## config.mk

```make
export PLATFORM = sky130hd
export DESIGN_NAME = decimal_text_to_fixed_parser_top
export DESIGN_NICKNAME = d
export VERILOG_FILES = /design/src/rtl/core/dtfp_pkg.sv /design/src/rtl/core/dtfp_front.sv /design/src/rtl/core/dtfp_queue.sv /design/src/rtl/core/dtfp_back.sv /design/src/rtl/core/decimal_text_to_fixed_parser_top.sv
export SDC_FILE = /design/constraint.sdc
export NUM_CORES = 1
export LEC_CHECK = 0
export ABC_AREA = 1
export BUFFER_PORTS_ARGS = -buffer_cell sky130_fd_sc_hd__buf_4
export CORE_UTILIZATION = 45
export CTS_BUF_LIST = sky130_fd_sc_hd__clkbuf_8 sky130_fd_sc_hd__clkbuf_16
export DETAILED_ROUTE_END_ITERATION = 7
export GPL_TIMING_DRIVEN = 0
export PLACE_DENSITY = 0.71
export SETUP_SLACK_MARGIN = 0.05
export SLEW_MARGIN = 20
export SYNTH_ARGS = -nofsm -noshare
export SYNTH_HDL_FRONTEND = slang
export SYNTH_SLANG_ARGS = --single-unit
```

## constraint.sdc

```tcl
create_clock -name clk_i -period 8.6 [get_ports clk_i]
set_input_delay 1.72 -clock clk_i [delete_from_list [all_inputs] [get_ports clk_i]]
set_output_delay 1.72 -clock clk_i [all_outputs]
set_load 0.005 [all_outputs]
```

## src/rtl/core/dtfp_pkg.sv

```systemverilog
// Shared types, constants and helper function of the decimal text parser.
package dtfp_pkg;

  localparam int FRAC_BITS       = 16;
  localparam int MAX_FRAC_DIGITS = 9;
  localparam int INT_BITS        = 31;

  localparam int CH_W       = 8;
  localparam int VALUE_W    = 48;
  localparam int FRAC_ACC_W = 30;
  localparam int CNT_W      = 4;
  localparam int MAG_W      = INT_BITS + FRAC_BITS;
  localparam int SUM_W      = (MAG_W > VALUE_W) ? MAG_W : VALUE_W;
  localparam int STEP_W     = (FRAC_BITS > 1) ? $clog2(FRAC_BITS) : 1;

  localparam int Q_DEPTH = 4;
  localparam int QPTR_W  = $clog2(Q_DEPTH);
  localparam int QCNT_W  = $clog2(Q_DEPTH + 1);

  localparam logic [INT_BITS-1:0] INT_MAX = '1;

  localparam logic [CH_W-1:0] CH_NUL   = 8'h00;
  localparam logic [CH_W-1:0] CH_ZERO  = 8'h30;
  localparam logic [CH_W-1:0] CH_NINE  = 8'h39;
  localparam logic [CH_W-1:0] CH_DOT   = 8'h2E;
  localparam logic [CH_W-1:0] CH_MINUS = 8'h2D;
  localparam logic [CH_W-1:0] CH_PLUS  = 8'h2B;

  typedef enum logic [1:0] {
    RSN_NUL   = 2'd0,
    RSN_DOT   = 2'd1,
    RSN_OTHER = 2'd2
  } reason_e;

  typedef struct packed {
    logic                  negative;
    logic [INT_BITS-1:0]   int_acc;
    logic [FRAC_ACC_W-1:0] frac_acc;
    logic [CNT_W-1:0]      frac_count;
    logic                  clamped;
    reason_e               reason;
  } number_t;

  typedef struct packed {
    logic    valid;
    number_t num;
  } q_word_t;

  typedef struct packed {
    logic              full;
    logic [QCNT_W-1:0] count;
  } q_stat_t;

  function automatic logic [FRAC_ACC_W-1:0] pow10(input logic [CNT_W-1:0] n);
    logic [FRAC_ACC_W-1:0] p;
    unique case (n)
      4'd1:    p = FRAC_ACC_W'(10);
      4'd2:    p = FRAC_ACC_W'(100);
      4'd3:    p = FRAC_ACC_W'(1000);
      4'd4:    p = FRAC_ACC_W'(10000);
      4'd5:    p = FRAC_ACC_W'(100000);
      4'd6:    p = FRAC_ACC_W'(1000000);
      4'd7:    p = FRAC_ACC_W'(10000000);
      4'd8:    p = FRAC_ACC_W'(100000000);
      4'd9:    p = FRAC_ACC_W'(1000000000);
      default: p = FRAC_ACC_W'(1);
    endcase
    return p;
  endfunction

endpackage

```

## src/rtl/core/dtfp_front.sv

```systemverilog
// Character front end: sign, integer and fraction accumulation, stop detection.
module dtfp_front (
  input  logic                        clk_i,
  input  logic                        rst_ni,
  input  logic                        ch_valid_i,
  input  logic [dtfp_pkg::CH_W-1:0]   ch_i,
  input  dtfp_pkg::q_stat_t           q_stat_i,
  output logic                        ch_ready_o,
  output dtfp_pkg::q_word_t           push_o
);

  typedef enum logic [3:0] {
    PH_START = 4'b0001,
    PH_INT   = 4'b0010,
    PH_FRAC  = 4'b0100,
    PH_SKIP  = 4'b1000
  } phase_e;

  localparam int IW = dtfp_pkg::INT_BITS;
  localparam int FW = dtfp_pkg::FRAC_ACC_W;
  localparam int CW = dtfp_pkg::CNT_W;

  phase_e          phase_q, phase_d;
  logic            neg_q, neg_d;
  logic [IW-1:0]   int_q, int_d;
  logic [FW-1:0]   frac_q, frac_d;
  logic [CW-1:0]   cnt_q, cnt_d;
  logic            clamp_q, clamp_d;

  logic            accept;
  logic            is_digit;
  logic            in_frac;
  logic [3:0]      digit;
  logic [IW+3:0]   int_prod;
  logic [FW+3:0]   frac_prod;

  assign ch_ready_o = !q_stat_i.full;
  assign accept     = ch_valid_i && !q_stat_i.full;
  assign is_digit   = (ch_i >= dtfp_pkg::CH_ZERO) && (ch_i <= dtfp_pkg::CH_NINE);
  assign digit      = 4'(ch_i - dtfp_pkg::CH_ZERO);
  assign in_frac    = (phase_q == PH_FRAC);

  assign int_prod  = (IW+4)'({int_q, 3'b000}) + (IW+4)'({int_q, 1'b0}) + (IW+4)'(digit);
  assign frac_prod = (FW+4)'({frac_q, 3'b000}) + (FW+4)'({frac_q, 1'b0}) + (FW+4)'(digit);

  always_comb begin
    phase_d = phase_q;
    neg_d   = neg_q;
    int_d   = int_q;
    frac_d  = frac_q;
    cnt_d   = cnt_q;
    clamp_d = clamp_q;
    push_o.valid          = 1'b0;
    push_o.num.negative   = neg_q;
    push_o.num.int_acc    = int_q;
    push_o.num.frac_acc   = frac_q;
    push_o.num.frac_count = cnt_q;
    push_o.num.clamped    = clamp_q;
    push_o.num.reason     = dtfp_pkg::RSN_NUL;
    if (accept) begin
      priority if (phase_q == PH_SKIP) begin
        if (ch_i == dtfp_pkg::CH_NUL) begin
          phase_d = PH_START;
        end
      end else if ((phase_q == PH_START) && (ch_i == dtfp_pkg::CH_MINUS)) begin
        neg_d   = 1'b1;
        phase_d = PH_INT;
      end else if ((phase_q == PH_START) && (ch_i == dtfp_pkg::CH_PLUS)) begin
        phase_d = PH_INT;
      end else begin
        phase_d = in_frac ? PH_FRAC : PH_INT;
        priority if (is_digit) begin
          if (in_frac) begin
            if (cnt_q < CW'(dtfp_pkg::MAX_FRAC_DIGITS)) begin
              frac_d = frac_prod[FW-1:0];
              cnt_d  = cnt_q + 1'b1;
            end
          end else if (int_prod > (IW+4)'(dtfp_pkg::INT_MAX)) begin
            int_d   = dtfp_pkg::INT_MAX;
            clamp_d = 1'b1;
          end else begin
            int_d = int_prod[IW-1:0];
          end
        end else if (ch_i == dtfp_pkg::CH_NUL) begin
          push_o.valid      = 1'b1;
          push_o.num.reason = dtfp_pkg::RSN_NUL;
          phase_d           = PH_START;
        end else if ((ch_i == dtfp_pkg::CH_DOT) && !in_frac) begin
          phase_d = PH_FRAC;
        end else if (ch_i == dtfp_pkg::CH_DOT) begin
          push_o.valid      = 1'b1;
          push_o.num.reason = dtfp_pkg::RSN_DOT;
          phase_d           = PH_SKIP;
        end else begin
          push_o.valid      = 1'b1;
          push_o.num.reason = dtfp_pkg::RSN_OTHER;
          phase_d           = PH_SKIP;
        end
        if (push_o.valid) begin
          neg_d   = 1'b0;
          int_d   = '0;
          frac_d  = '0;
          cnt_d   = '0;
          clamp_d = 1'b0;
        end
      end
    end
  end

  always_ff @(posedge clk_i or negedge rst_ni) begin
    if (!rst_ni) begin
      phase_q <= PH_START;
      neg_q   <= 1'b0;
      int_q   <= '0;
      frac_q  <= '0;
      cnt_q   <= '0;
      clamp_q <= 1'b0;
    end else begin
      phase_q <= phase_d;
      neg_q   <= neg_d;
      int_q   <= int_d;
      frac_q  <= frac_d;
      cnt_q   <= cnt_d;
      clamp_q <= clamp_d;
    end
  end

endmodule

```

## src/rtl/core/dtfp_queue.sv

```systemverilog
// Small first-in first-out queue of parsed numbers between front and back.
module dtfp_queue (
  input  logic              clk_i,
  input  logic              rst_ni,
  input  dtfp_pkg::q_word_t push_i,
  input  logic              pop_i,
  output dtfp_pkg::q_word_t head_o,
  output dtfp_pkg::q_stat_t stat_o
);

  localparam int PW = dtfp_pkg::QPTR_W;
  localparam int CW = dtfp_pkg::QCNT_W;

  dtfp_pkg::number_t mem_q [dtfp_pkg::Q_DEPTH];
  logic [PW-1:0]     wr_ptr_q, wr_ptr_d;
  logic [PW-1:0]     rd_ptr_q, rd_ptr_d;
  logic [CW-1:0]     count_q, count_d;
  logic              do_push;
  logic              do_pop;

  assign stat_o.full  = (count_q == CW'(dtfp_pkg::Q_DEPTH));
  assign stat_o.count = count_q;
  assign head_o.valid = (count_q != '0);
  assign head_o.num   = mem_q[rd_ptr_q];
  assign do_push      = push_i.valid && !stat_o.full;
  assign do_pop       = pop_i && head_o.valid;

  always_comb begin
    wr_ptr_d = wr_ptr_q;
    rd_ptr_d = rd_ptr_q;
    count_d  = count_q;
    if (do_push) begin
      wr_ptr_d = (wr_ptr_q == PW'(dtfp_pkg::Q_DEPTH - 1)) ? '0 : wr_ptr_q + 1'b1;
    end
    if (do_pop) begin
      rd_ptr_d = (rd_ptr_q == PW'(dtfp_pkg::Q_DEPTH - 1)) ? '0 : rd_ptr_q + 1'b1;
    end
    if (do_push && !do_pop) begin
      count_d = count_q + 1'b1;
    end else if (do_pop && !do_push) begin
      count_d = count_q - 1'b1;
    end
  end

  always_ff @(posedge clk_i) begin
    if (do_push) begin
      mem_q[wr_ptr_q] <= push_i.num;
    end
  end

  always_ff @(posedge clk_i or negedge rst_ni) begin
    if (!rst_ni) begin
      wr_ptr_q <= '0;
      rd_ptr_q <= '0;
      count_q  <= '0;
    end else begin
      wr_ptr_q <= wr_ptr_d;
      rd_ptr_q <= rd_ptr_d;
      count_q  <= count_d;
    end
  end

endmodule

```

## src/rtl/core/dtfp_back.sv

```systemverilog
// Back end: bit-serial fraction division, signed assembly and output register.
module dtfp_back (
  input  logic                           clk_i,
  input  logic                           rst_ni,
  input  dtfp_pkg::q_word_t              head_i,
  output logic                           pop_o,
  output logic                           out_valid_o,
  input  logic                           out_ready_i,
  output logic [dtfp_pkg::VALUE_W-1:0]   value_o,
  output logic                           saturated_o,
  output dtfp_pkg::reason_e              reason_o
);

  typedef enum logic [2:0] {
    B_IDLE = 3'b001,
    B_DIV  = 3'b010,
    B_DONE = 3'b100
  } back_state_e;

  localparam int IW = dtfp_pkg::INT_BITS;
  localparam int FW = dtfp_pkg::FRAC_ACC_W;
  localparam int QW = dtfp_pkg::FRAC_BITS;
  localparam int SW = dtfp_pkg::STEP_W;

  back_state_e         state_q, state_d;
  logic [SW-1:0]       step_q, step_d;
  logic                out_valid_q, out_valid_d;

  logic                neg_q, neg_d;
  logic [IW-1:0]       int_q, int_d;
  logic                clamp_q, clamp_d;
  dtfp_pkg::reason_e   rsn_q, rsn_d;
  logic [FW-1:0]       rem_q, rem_d;
  logic [FW-1:0]       div_q, div_d;
  logic [QW-1:0]       quo_q, quo_d;

  logic [dtfp_pkg::VALUE_W-1:0] value_q, value_d;
  logic                         sat_q, sat_d;
  dtfp_pkg::reason_e            out_rsn_q, out_rsn_d;

  logic [FW:0]                  rem_shift;
  logic                         fits;
  logic [dtfp_pkg::SUM_W-1:0]   mag;
  logic [dtfp_pkg::SUM_W-1:0]   signed_mag;
  logic                         load_out;

  assign rem_shift  = {rem_q, 1'b0};
  assign fits       = (rem_shift >= {1'b0, div_q});
  assign mag        = dtfp_pkg::SUM_W'({int_q, quo_q});
  assign signed_mag = neg_q ? (~mag + 1'b1) : mag;
  assign load_out   = (state_q == B_DONE) && (!out_valid_q || out_ready_i);

  assign out_valid_o = out_valid_q;
  assign value_o     = value_q;
  assign saturated_o = sat_q;
  assign reason_o    = out_rsn_q;

  always_comb begin
    state_d     = state_q;
    step_d      = step_q;
    neg_d       = neg_q;
    int_d       = int_q;
    clamp_d     = clamp_q;
    rsn_d       = rsn_q;
    rem_d       = rem_q;
    div_d       = div_q;
    quo_d       = quo_q;
    value_d     = value_q;
    sat_d       = sat_q;
    out_rsn_d   = out_rsn_q;
    out_valid_d = out_valid_q && !out_ready_i;
    pop_o       = 1'b0;
    unique case (state_q)
      B_IDLE: begin
        if (head_i.valid) begin
          pop_o   = 1'b1;
          neg_d   = head_i.num.negative;
          int_d   = head_i.num.int_acc;
          clamp_d = head_i.num.clamped;
          rsn_d   = head_i.num.reason;
          rem_d   = head_i.num.frac_acc;
          div_d   = dtfp_pkg::pow10(head_i.num.frac_count);
          quo_d   = '0;
          step_d  = SW'(QW - 1);
          state_d = B_DIV;
        end
      end
      B_DIV: begin
        rem_d = fits ? FW'(rem_shift - {1'b0, div_q}) : rem_shift[FW-1:0];
        quo_d = {quo_q[QW-2:0], fits};
        if (step_q == '0) begin
          state_d = B_DONE;
        end else begin
          step_d = step_q - 1'b1;
        end
      end
      B_DONE: begin
        if (load_out) begin
          value_d     = signed_mag[dtfp_pkg::VALUE_W-1:0];
          sat_d       = clamp_q;
          out_rsn_d   = rsn_q;
          out_valid_d = 1'b1;
          state_d     = B_IDLE;
        end
      end
      default: begin
        state_d = B_IDLE;
      end
    endcase
  end

  always_ff @(posedge clk_i) begin
    step_q    <= step_d;
    neg_q     <= neg_d;
    int_q     <= int_d;
    clamp_q   <= clamp_d;
    rsn_q     <= rsn_d;
    rem_q     <= rem_d;
    div_q     <= div_d;
    quo_q     <= quo_d;
    value_q   <= value_d;
    sat_q     <= sat_d;
    out_rsn_q <= out_rsn_d;
  end

  always_ff @(posedge clk_i or negedge rst_ni) begin
    if (!rst_ni) begin
      state_q     <= B_IDLE;
      out_valid_q <= 1'b0;
    end else begin
      state_q     <= state_d;
      out_valid_q <= out_valid_d;
    end
  end

endmodule

```

## src/rtl/core/decimal_text_to_fixed_parser_top.sv

```systemverilog
// Top level of the decimal text to signed fixed-point parser.
//
//   Channel   Dir  Signals                 Word contents
//   s_axis    in   tvalid, tready, tdata   one ASCII character
//   m_axis    out  tvalid, tready, tdata,  parsed value, saturation flag and
//                  tuser                   stop reason
//
// The front end takes one character per cycle and finishes a number in the
// cycle of its stop character. The back end works on one number at a time
// with its one-bit-per-cycle fraction divider. A four-word queue sits
// between the two, and the input stalls only while that queue is full.
// Reset is asynchronous and active low and leaves the parser at string start.
module decimal_text_to_fixed_parser_top (
  input  logic        clk_i,
  input  logic        rst_ni,
  input  logic        s_axis_tvalid_i,
  output logic        s_axis_tready_o,
  input  logic [7:0]  s_axis_tdata_i,   // [7:0] ch
  output logic        m_axis_tvalid_o,
  input  logic        m_axis_tready_i,
  output logic [47:0] m_axis_tdata_o,   // [47:0] value
  output logic [2:0]  m_axis_tuser_o    // [0] saturated, [2:1] stop_reason
);

  dtfp_pkg::q_word_t push;
  dtfp_pkg::q_word_t head;
  dtfp_pkg::q_stat_t q_stat;
  logic              pop;
  logic              sat;
  dtfp_pkg::reason_e reason;

  dtfp_front u_front (
    .clk_i      (clk_i),
    .rst_ni     (rst_ni),
    .ch_valid_i (s_axis_tvalid_i),
    .ch_i       (s_axis_tdata_i),
    .q_stat_i   (q_stat),
    .ch_ready_o (s_axis_tready_o),
    .push_o     (push)
  );

  dtfp_queue u_queue (
    .clk_i  (clk_i),
    .rst_ni (rst_ni),
    .push_i (push),
    .pop_i  (pop),
    .head_o (head),
    .stat_o (q_stat)
  );

  dtfp_back u_back (
    .clk_i       (clk_i),
    .rst_ni      (rst_ni),
    .head_i      (head),
    .pop_o       (pop),
    .out_valid_o (m_axis_tvalid_o),
    .out_ready_i (m_axis_tready_i),
    .value_o     (m_axis_tdata_o),
    .saturated_o (sat),
    .reason_o    (reason)
  );

  assign m_axis_tuser_o = {reason, sat};

`ifndef NO_ASSERTIONS
  a_push_has_room: assert property (@(posedge clk_i) disable iff (!rst_ni)
    push.valid |-> !q_stat.full)
    else $error("Number pushed into a full queue.");

  a_pop_has_word: assert property (@(posedge clk_i) disable iff (!rst_ni)
    pop |-> head.valid)
    else $error("Back end popped an empty queue.");

  a_count_grows: assert property (@(posedge clk_i) disable iff (!rst_ni)
    (push.valid && !pop) |=> (q_stat.count == $past(q_stat.count) + 1'b1))
    else $error("Queue count did not follow a lone push.");
`endif

endmodule
```

==> results of run 1 <==
-- state kept, by name, summed over array words and instances (netlist names), 16 cells and up --
signal          flops
u_front.int_q      31
u_back.quo_q       16
u_back.rem_q       30
u_back.div_q       23
u_back.value_o     48
u_queue.mem_q     276
u_front.frac_q     30
u_back.int_q       31
-- layout make-up --
class	count	area, um2	share of cell area (%)
Clock buffer	54	1320	4.23
Clock inverter	37	449	1.44
Sequential cell	517	15100	48.5
Multi-Input combinational cell	1967	10900	35.1
Inverter	299	1120	3.60
Antenna cell	1	2.50	0.00803
Timing Repair Buffer	80	887	2.85
Buffer	76	352	1.13
Tap cell	782	978	3.14
-- cells in the mapped netlist, types with 5 or more instances --
| cell | number |
|---|---|
| a21o_1 | 16 |
| a21oi_1 | 103 |
| a21oi_2 | 6 |
| a31oi_1 | 9 |
| buf_2 | 8 |
| buf_4 | 7 |
| clkbuf_1 | 57 |
| dfrtp_1 | 80 |
| edfxtp_1 | 435 |
| fa_1 | 6 |
| ha_1 | 159 |
| inv_1 | 289 |
| inv_2 | 9 |
| nand2_1 | 616 |
| nand2_2 | 18 |
| nand3_1 | 97 |
| nand3_2 | 6 |
| nand3b_1 | 5 |
| nand4_1 | 29 |
| nor2_1 | 351 |
| nor2_4 | 5 |
| nor3_1 | 37 |
| nor3_2 | 7 |
| nor4_1 | 9 |
| o211ai_1 | 11 |
| o21ai_0 | 227 |
| o21ai_1 | 16 |
| o21ai_2 | 19 |
| o21bai_1 | 15 |
| o22ai_1 | 65 |
| or2_2 | 7 |
| xnor2_1 | 28 |
| xor2_1 | 64 |
-- worst max-delay path by stage --
stage	start	to	slack (ns)	depth (start not counted)
CTS	s_axis_tdata_i[3]	u_front.int_q[9]$_DFFE_PN0P_	4.66	20
global placement	s_axis_tdata_i[4]	u_queue.mem_q[3][28]$_DFFE_PP_	0.17	11
detailed placement	s_axis_tdata_i[3]	u_front.int_q[15]$_DFFE_PN0P_	4.06	20
floorplan	s_axis_tdata_i[4]	u_queue.mem_q[0][0]$_DFFE_PP_	2.61	10
global route	s_axis_tdata_i[3]	u_front.int_q[12]$_DFFE_PN0P_	4.46	20
finish	s_axis_tdata_i[3]	u_front.int_q[9]$_DFFE_PN0P_	4.66	20
-- per-layer routing --
layer  GRT usage (%)  share of wire [%]  up-vias
li1                -                  -    10034
met1            29.5                 45     9584
met2            33.7                 46      630
met3            2.29                6.5       87
met4            5.19                2.0        0
met5               0                  0        -
-- cell usage in the layout, fill, tap and decap left out, types with 15 or more instances in the layout --
| cell type | count |
|---|---|
| o21bai_1 | 15 |
| o21ai_2 | 19 |
| clkbuf_16 | 51 |
| nand4_1 | 29 |
| o21ai_1 | 16 |
| ha_1 | 159 |
| a21o_1 | 16 |
| a21oi_1 | 103 |
| o21ai_0 | 227 |
| nand2_2 | 18 |
| nand2_1 | 615 |
| nor2_1 | 345 |
| edfxtp_1 | 435 |
| buf_4 | 70 |
| nor3_1 | 37 |
| clkbuf_1 | 57 |
| xor2_1 | 64 |
| nand3_1 | 97 |
| dfrtp_1 | 80 |
| o22ai_1 | 65 |
| inv_1 | 294 |
| xnor2_1 | 28 |
-- per-stage QoR --
step / worst slack (ns) / total power, mW
2_1_floorplan: 2.61 / 6.65
3_3_place_gp: 0.174 / 7.85
3_5_place_dp: 4.06 / 7.99
4_1_cts: 4.66 / 10.3
5_1_grt: 4.46 / 11.0
6_report: 4.66 / 10.4
-- cell families (layout without fill, tap and decap cells) --
logic type / count (synthesis) / count (layout) / synth area share (%)
adders and majority gates: 165 / 165 / 7.68
other: 0 / 1 / 0
and+or+nand+nor: 1203 / 1203 / 18.4
AOI/OAI and AO/OA: 506 / 506 / 10.5
buffers and inverters: 375 / 546 / 5.37
DFF: 517 / 517 / 55.0
muxes: 1 / 1 / 0.0410
xor gates and xnor gates: 92 / 92 / 2.93
-- power breakdown --
group,switching [mW],internal (mW)
sequential,0.260,3.54
combinational,2.89,1.33
clock,0.950,1.38
==> flow_summary.ini, run 1 <==
[worst_setup_path]
r2r-start = u_queue.count_q[0]$_DFFE_PN0P_
required_ns = 9.06
crit_path_max_incr_delay_ns = 0.59
worst-setup-path-type = input pin to flop
crit_family = simple AND/OR/NAND/NOR gates
crit_chain = buf_4 > inv_1 > fa_1 > inv_1 > ha_1 > nand2_1 > nor2_1 > nand2_1 > nand3_2 > nand2_1 > nand2_2 > nand2_2 > nand2_1 > nand2_1 > nand2_2 > nor2_4 > nand2_4 > buf_6 > o21ai_2 > nand2_1
cp-end-kind = flop
reg2reg_depth = 13
critPathBufInv = 4
cp_max_fo = 10
cp-start-kind = input pin
crit_path_frequent_cell = nand2_1
cpMaxStageDelayCell = fa_1
regToRegEndpoint = u_queue.mem_q[0][51]$_DFFE_PP_
r2r_slack_ns = 5.22
cp.arrival_ns = 4.40

[detailed_routing]
ant_nets = 0
wl_um = 64700
via_count = 20335
drc = 0
avgRoutedWirePerCell_um = 17.0
drtIter0Drc = 1541
drt_pass1_iterations = 6
via_per_inst = 5.33

[worst_hold_path]
hold_end = u_back.saturated_o$_DFFE_PP_
min-delay-start = u_back.clamp_q$_DFFE_PP_
holdPathStages = 0
worstHoldPathType = flop to flop

[floorplan]
start_util_pct = 45.5
die_y_um = 249
num_rows = 90
die-area_um2 = 62000
coreArea_um2 = 60400
dieWidth_um = 249
io_pins = 65

[layout]
utilization_pct = 51.6
final_layout_size_suffix_gt1_share_pct = 9.08
syn_to_final_growth_pct = 13.4
fin_nets = 3167
fill_cells = 5295
fin_cells = 3813
fin_area_um2 = 31200

[cts]
htree_num_levels = 2
cts_num_sinks = 517
insertion_delay_ns = 0.58
cts_tree = done
postCtsSetupRepairBufs = 0
cts.clk_slew.worst_paths_ns = 0.07
cts_root_buffer = clkbuf_16
numCtsBuffers = 49
cts_hold_buf = 0
clock_path_buffers = 3
cts_resized = 0

[synth]
yosys_warnings = 0
synthFlopType = edfxtp_1
synth_top_cell_area_share_pct = 47.6
yosys.area.top_type = edfxtp_1
synth.ff_latch_count = 517
ys_seq_area_share_pct = 55.0
netlist_area_um2 = 27500
synthCells = 2859
postSynthAreaPerCell_um2 = 9.61
yosys-top-cells-area = edfxtp_1 48%, nand2_1 8.4%, dfrtp_1 7.3%, ha_1 7.2%, nor2_1 4.8%
synth_edf_count = 435
yosysUniqueCellTypes = 58
syn_nets = 3036
synthArstFlopShare_pct = 15.9

[timing]
worst_pin_slew_ns = 0.836
finalSetupViolCount = 0
finalCritPeriodShare_pct = 45.8
hold_viol = 0
fmax_ghz = 0.254
totalNegativeSetupSlack_ns = 0
whs_ns = 0.416
finalCriticalPeriod_ns = 3.94
drv_slew = 0
grt_setup_unrepaired = false
finClkSkew_ns = 0.0186
slew_headroom_pct = 44.3

[global_routing]
grt-ovfl-total = 0
grt_use_total_pct = 20.7
antenna_found_initial = 1
grt_pass1_wl_um = 103000
grt_max_degree = 83
grt_pass1_vias = 19276

[power]
peakVddDrop_mv = 0.165
powerDensity_nw_per_um2 = 332
leakage_nw = 13.3

[place]
port_buffers = 64
dp.cells = 3721
dpl_cell_area_um2 = 29400
post-dp-hpwl_um = 47900
gp_congestion = 0.952

[job]
maxCapViolCount = 0

[run_status]
status = complete, no violations
Power figures use the tool's default switching activity.
==> inputs of run 2 (changes only) <==
--- a/config.mk
+++ b/config.mk
@@ -5,13 +5,13 @@
 export SDC_FILE = /design/constraint.sdc
 export NUM_CORES = 1
 export LEC_CHECK = 0
-export ABC_AREA = 1
+export ABC_AREA = 0
 export BUFFER_PORTS_ARGS = -buffer_cell sky130_fd_sc_hd__buf_4
 export CORE_UTILIZATION = 45
 export CTS_BUF_LIST = sky130_fd_sc_hd__clkbuf_8 sky130_fd_sc_hd__clkbuf_16
 export DETAILED_ROUTE_END_ITERATION = 7
 export GPL_TIMING_DRIVEN = 0
-export PLACE_DENSITY = 0.71
+export PLACE_DENSITY = 0.73
 export SETUP_SLACK_MARGIN = 0.05
 export SLEW_MARGIN = 20
 export SYNTH_ARGS = -nofsm -noshare
==> constraint.sdc (replaced) <==
create_clock -name clk_i -period 3.2 [get_ports clk_i]
set_input_delay 0.64 -clock clk_i [delete_from_list [all_inputs] [get_ports clk_i]]
set_output_delay 0.64 -clock clk_i [all_outputs]
set_load 0.005 [all_outputs]
==> run 2 against run 1 <==
Against the previous run: the flow now finishes with violations (design-rule violations, negative setup slack); flip-flop and latch count unchanged; critical path depth down 5; synthesized cell count shrank 33%; clock skew increased by 0.020 ns; critical path type is now flop to flop; critical endpoint is now u_front.int_q[28]$_DFFE_PN0P_.
==> flow_summary.ini, run 2 <==
[detailed_routing]
wl_um = 59900
via_per_inst = 5.76
ant_nets = 0
drt_pass1_iterations = 7
drtIter0Drc = 1362
via_count = 16528
drc = 1
avgRoutedWirePerCell_um = 20.9

[synth]
synth_top_cell_area_share_pct = 51.1
netlist_top_cells_count = 435 x edfxtp_1, 168 x nand2_1, 159 x ha_1
synth.most_common_cell = edfxtp_1
yosys-top-cells-area = edfxtp_1 51%, dfrtp_1 7.8%, ha_1 7.8%, mux4_2 6.1%, xnor2_1 3.1%
synthCells = 1910
ys_seq_area_share_pct = 59.1
syn_nets = 2087
synth_edf_count = 435
netlist_area_um2 = 25600
yosysUniqueCellTypes = 72
yosys_warnings = 0
synth.ff_latch_count = 517
postSynthAreaPerCell_um2 = 13.4
synthFlopType = edfxtp_1
synthArstFlopShare_pct = 15.9
yosys.area.top_type = edfxtp_1

[place]
place_ws_ns = -1.13
gp_congestion = 0.892
dpl_cell_area_um2 = 27300
post-dp-hpwl_um = 39000
dp.cells = 2735
port_buffers = 64

[floorplan]
start_util_pct = 45.4
dieWidth_um = 240
die-area_um2 = 57800
die_y_um = 240
num_rows = 87
coreArea_um2 = 56300
io_pins = 65

[cts]
numCtsBuffers = 46
htree_num_levels = 2
insertion_delay_ns = 0.61
cts_num_sinks = 517
cts.clk_slew.worst_paths_ns = 0.07
cts_tree = done
clock_path_buffers = 3
cts_root_buffer = clkbuf_16

[job]
maxCapViolCount = 0

[power]
leakage_nw = 11.7
peakVddDrop_mv = 0.467
powerDensity_nw_per_um2 = 1150
total_power_mw = 34.7

[layout]
layout_commonest_cell = edfxtp_1
fin_cells = 2871
n_antenna_cell = 0
layout_common_cells = 435 x edfxtp_1, 162 x nand2_1, 145 x ha_1
syn_to_final_growth_pct = 18.6
final_layout_size_suffix_gt1_share_pct = 21.9
fin_area_um2 = 30300
fin_nets = 2256
top_register = u_queue.mem_q
largest_reg_flops = 276

[timing]
fmax_ghz = 0.291
finalCritPeriodShare_pct = 107
worst_pin_slew_ns = 0.922
finClkSkew_ns = 0.0390
whs_ns = 0.347
grt_setup_unrepaired = true
slew_headroom_pct = 38.5
hold_viol = 0
finalCriticalPeriod_ns = 3.43
finalSetupViolCount = 40
worst_slack_ns = -0.234
drv_slew = 0

[global_routing]
grt-ovfl-total = 0
grt_pass1_vias = 16653
grt_pass1_wl_um = 91800
grt_max_degree = 60
antenna_found_initial = 0
grt_use_total_pct = 20.4

[worst_setup_path]
required_ns = 3.67
worst-setup-path-type = flop to flop
cp-end-kind = flop
cp_max_fo = 5
cp-start-kind = flop
cp.arrival_ns = 3.90

[worst_hold_path]
worstHoldPathType = input pin to flop

[run_status]
status = finished, violations left
violations = design-rule violations, negative setup slack
## run 2: cell types whose count changed after synthesis, sizes merged, moves of 31 or more
cell	previous run	this run
nand3	103	43
inv	298	80
nor2	361	78
o22ai	65	2
o21ai	263	108
xor2	64	33
nand2	636	168
xnor2	28	91
mux4	0	69
## run 2: kinds of logic (layout without fill, tap and decap cells)
group	count (synthesis)	count (layout)	share of synthesized area [%]
buffers and inverters	145	347	2.14
adder cells (fa/ha/maj)	165	165	8.25
multiplexers	96	96	7.14
flip-flops	517	517	59.1
AO/OA/AOI/OAI	412	412	10.5
XOR/XNOR	124	124	4.25
AND/OR/NAND/NOR	451	454	8.63
## run 2: area by class of cell
| class | instances | area (um2) |
|---|---|---|
| plain buffers | 60 | 355 |
| clock buffers | 50 | 1230 |
| clock inverters | 34 | 377 |
| fillers | 4379 | 26000 |
| inverters | 80 | 310 |
| multi-input cells | 1251 | 10900 |
| flip-flops and latches | 517 | 15100 |
| well taps | 756 | 946 |
| repair buffers | 123 | 1110 |
## run 2: routing by layer
layer	GRT usage, %	share of wire [%]
met4	5.81	2.4
met3	2.19	4.5
met2	34.5	50
met5	0	0
met1	27.8	43
## run 2: critical path, cell delays in order, from the launching register on
cell and delay (ns):
dfrtp_2 0.39, inv_2 0.05, fa_2 0.57, inv_2 0.05, ha_4 0.27, a211oi_4 0.06, o21a_1 0.18, or3b_4 0.42
nand3_4 0.10, a21oi_4 0.07, nor4b_2 0.21, o211ai_1 0.20, o31ai_4 0.27, buf_6 0.18, clkbuf_16 0.16, o2111ai_2 0.09
## run 2: worst paths after layout
kind / start / end / slack [ns] / cells past startpoint
worst max register to register: u_front.int_q[0]$_DFFE_PN0P_ / u_front.int_q[28]$_DFFE_PN0P_ / -0.23 / 15
worst min-delay path: s_axis_tdata_i[0] / u_front.frac_q[0]$_DFFE_PN0P_ / 0.35 / 2
min in group asynchronous: rst_ni / u_front.int_q[26]$_DFFE_PN0P_ / 0.53 / 2
worst min register to register: u_back.clamp_q$_DFFE_PP_ / u_back.saturated_o$_DFFE_PP_ / 0.42 / 0
max in group asynchronous: rst_ni / u_front.phase_q[0]$_DFFE_PN1P_ / 1.97 / 3
worst max-delay path: u_front.int_q[0]$_DFFE_PN0P_ / u_front.int_q[28]$_DFFE_PN0P_ / -0.23 / 15
## run 2: stage by stage
| step | util, % | setup TNS [ns] |
|---|---|---|
| after floorplan | - | -6.39 |
| after global placement | 48.3 | -307.47 |
| after detailed placement | 48.5 | -278.14 |
| after CTS | 52.6 | -6.79 |
| after global routing | 53.9 | -12.92 |
| final | 53.9 | -6.99 |
## run 2: timing repair
action                     4_1_cts  5_1_grt
hold endpoints to repair         2        0
buffers inserted                28       21
gates cloned                     5        3
setup endpoints to repair      377      104
pin swaps                       23       41
gates resized for setup        101      142
hold buffers                     1        0
## run 2: report_power, final
group / internal, mW / switching [mW] / total, mW
Clock: 3.29 / 2.51 / 5.79
Combinational: 7.62 / 10.1 / 17.7
Sequential: 9.84 / 1.36 / 11.2
==> inputs of run 3 (changes only) <==
--- a/config.mk
+++ b/config.mk
@@ -7,6 +7,7 @@
 export LEC_CHECK = 0
 export ABC_AREA = 0
 export BUFFER_PORTS_ARGS = -buffer_cell sky130_fd_sc_hd__buf_4
+export CORE_ASPECT_RATIO = 1.75
 export CORE_UTILIZATION = 45
 export CTS_BUF_LIST = sky130_fd_sc_hd__clkbuf_8 sky130_fd_sc_hd__clkbuf_16
 export DETAILED_ROUTE_END_ITERATION = 7
==> run 3 against run 2 <==
Against the previous run: the run ends with negative setup slack left; routed wire length fell by 2.9%; sequential power barely moved; total power fell by 2.4%; register-to-register slack improved by 0.02 ns; hold slack got worse by 0.33 ns; setup slack improved by 0.017 ns; clock power fell by 8.5%; critical path type unchanged; largest cell class unchanged.
==> flow_summary.ini, run 3 (synthesized netlist as in run 2, its figures left out) <==
[run_status]
status = finished, violations left
violations = negative setup slack

[timing]
finClkSkew_ns = 0.0398
worst_slack_ns = -0.216
drv_slew = 0
finalCritPeriodShare_pct = 107
totalNegativeSetupSlack_ns = -5.49
finalSetupViolCount = 35
grt_setup_unrepaired = true
hold_viol = 0
slew_headroom_pct = 37.0
worst_pin_slew_ns = 0.945
fmax_ghz = 0.293
finalCriticalPeriod_ns = 3.42

[layout]
layout_commonest_cell = edfxtp_1
fin_cells = 2816
multi_input_area_um2 = 10800
ff_latch_area_um2 = 15100
top_register = u_queue.mem_q
syn_to_final_growth_pct = 17.5
fin_nets = 2259
fill_cells = 4392
layout_common_cells = 435 x edfxtp_1, 165 x nand2_1, 143 x ha_1
final_layout_size_suffix_gt1_share_pct = 21.8
fin_area_um2 = 30000
largest_reg_flops = 276
utilization_pct = 53.5
n_antenna_cell = 0

[worst_setup_path]
regToRegEndpoint = u_back.value_o[46]$_DFFE_PP_
r2r_slack_ns = -0.22
worst-setup-path-type = flop to flop
crit_path_max_incr_delay_ns = 0.58
cpMaxStageDelayCell = or4_4
required_ns = 3.51
crit_path_frequent_cell = or4_4
crit_start = u_back.int_q[1]$_DFFE_PP_
r2r-start = u_back.int_q[1]$_DFFE_PP_
cp-start-kind = flop
crit_family = simple AND/OR/NAND/NOR gates
crit_chain = or4_4 > nor3_4 > nand4b_1 > or2_1 > or4_4 > or4_4 > or3_4 > o41ai_4 > xnor2_1
cp_max_fo = 3
critPathBufInv = 0
reg2reg_depth = 9
cp.arrival_ns = 3.73
cp-end-kind = flop

[place]
place_ws_ns = -1.10
dp.cells = 2680
dpl_cell_area_um2 = 27200
gp_congestion = 0.912
port_buffers = 64
post-dp-hpwl_um = 39700

[global_routing]
grt-ovfl-total = 0
grt_pass1_vias = 17062
grt_use_total_pct = 20.0
grt_pass1_wl_um = 90500
grt_max_degree = 60
antenna_found_initial = 0

[detailed_routing]
drc = 0
drt_pass1_iterations = 5
ant_nets = 0
via_count = 16533
wl_um = 58200
via_per_inst = 5.87
avgRoutedWirePerCell_um = 20.7
drtIter0Drc = 1159

[floorplan]
io_pins = 65
die_y_um = 317
dieWidth_um = 182
coreArea_um2 = 56100
die-area_um2 = 57800
start_util_pct = 45.6
num_rows = 115

[cts]
cts_hold_buf = 0
numCtsBuffers = 41
cts_tree = done
insertion_delay_ns = 0.57
cts.clk_slew.worst_paths_ns = 0.08
cts_root_buffer = clkbuf_16
clock_path_buffers = 3
cts_num_sinks = 517
htree_num_levels = 2

[job]
maxCapViolCount = 0

[power]
powerDensity_nw_per_um2 = 1130
leakage_nw = 11.6
peakVddDrop_mv = 0.627

[worst_hold_path]
worstHoldPathType = input pin to asynchronous set/reset pin
-- run 3: changes by cell type in the layout (fill, tap and decap cells not counted), moves of 5 or more --
cell,delta
buf_4,+5
clkbuf_16,-7
inv_1,-10
o21ai_0,+18
o21ai_1,-13
-- run 3: routing by layer --
metal | GRT usage [%] | share of wire, % | vias to the layer above
met5 | 0 | 0 | -
met4 | 10.4 | 4.9 | 0
met3 | 1.68 | 3.7 | 169
met2 | 38.7 | 54 | 515
met1 | 21.5 | 37 | 8198
li1 | - | - | 7651
-- run 3: power by group --
group	internal, mW	switching, mW	total [mW]	leakage, nW
logic	7.53	9.91	17.4	5.81
clock network	2.90	2.40	5.30	0.692
registers	9.84	1.33	11.2	5.06
total	20.3	13.6	33.9	11.6
-- run 3: what timing repair did --
item	in CTS	in global routing
hold endpoints to repair	0	0
gates resized for setup	129	90
pin swaps	28	30
buffers inserted	28	25
gates cloned	14	0
setup endpoints to repair	373	116
-- run 3: worst max path at each step --
stage,endpoint,slack (ns),depth (start not counted)
floorplan,u_front.int_q[22]$_DFFE_PN0P_,-0.23,14
global placement,u_front.int_q[4]$_DFFE_PN0P_,-1.07,15
detailed placement,u_front.int_q[22]$_DFFE_PN0P_,-1.10,15
CTS,u_front.int_q[22]$_DFFE_PN0P_,-0.23,15
global route,u_front.int_q[24]$_DFFE_PN0P_,-0.36,15
finish,u_back.value_o[46]$_DFFE_PP_,-0.22,9
-- run 3: layout make-up --
class | instances | share of cell area, %
Sequential cell | 517 | 50.4
Multi-Input combinational cell | 1255 | 36.1
Timing Repair Buffer | 127 | 3.62
Clock buffer | 42 | 3.46
Tap cell | 702 | 2.92
Buffer | 60 | 1.25
Clock inverter | 33 | 1.23
Inverter | 80 | 1.04
-- run 3: stage by stage --
step / hold slack (ns) / power, mW
after global placement: 0.409 / 25.6
after floorplan: 0.344 / 22.2
final: 0.0193 / 33.9
after global routing: 0.0408 / 35.9
after CTS: 0.0208 / 33.0
after detailed placement: 0.405 / 26.1
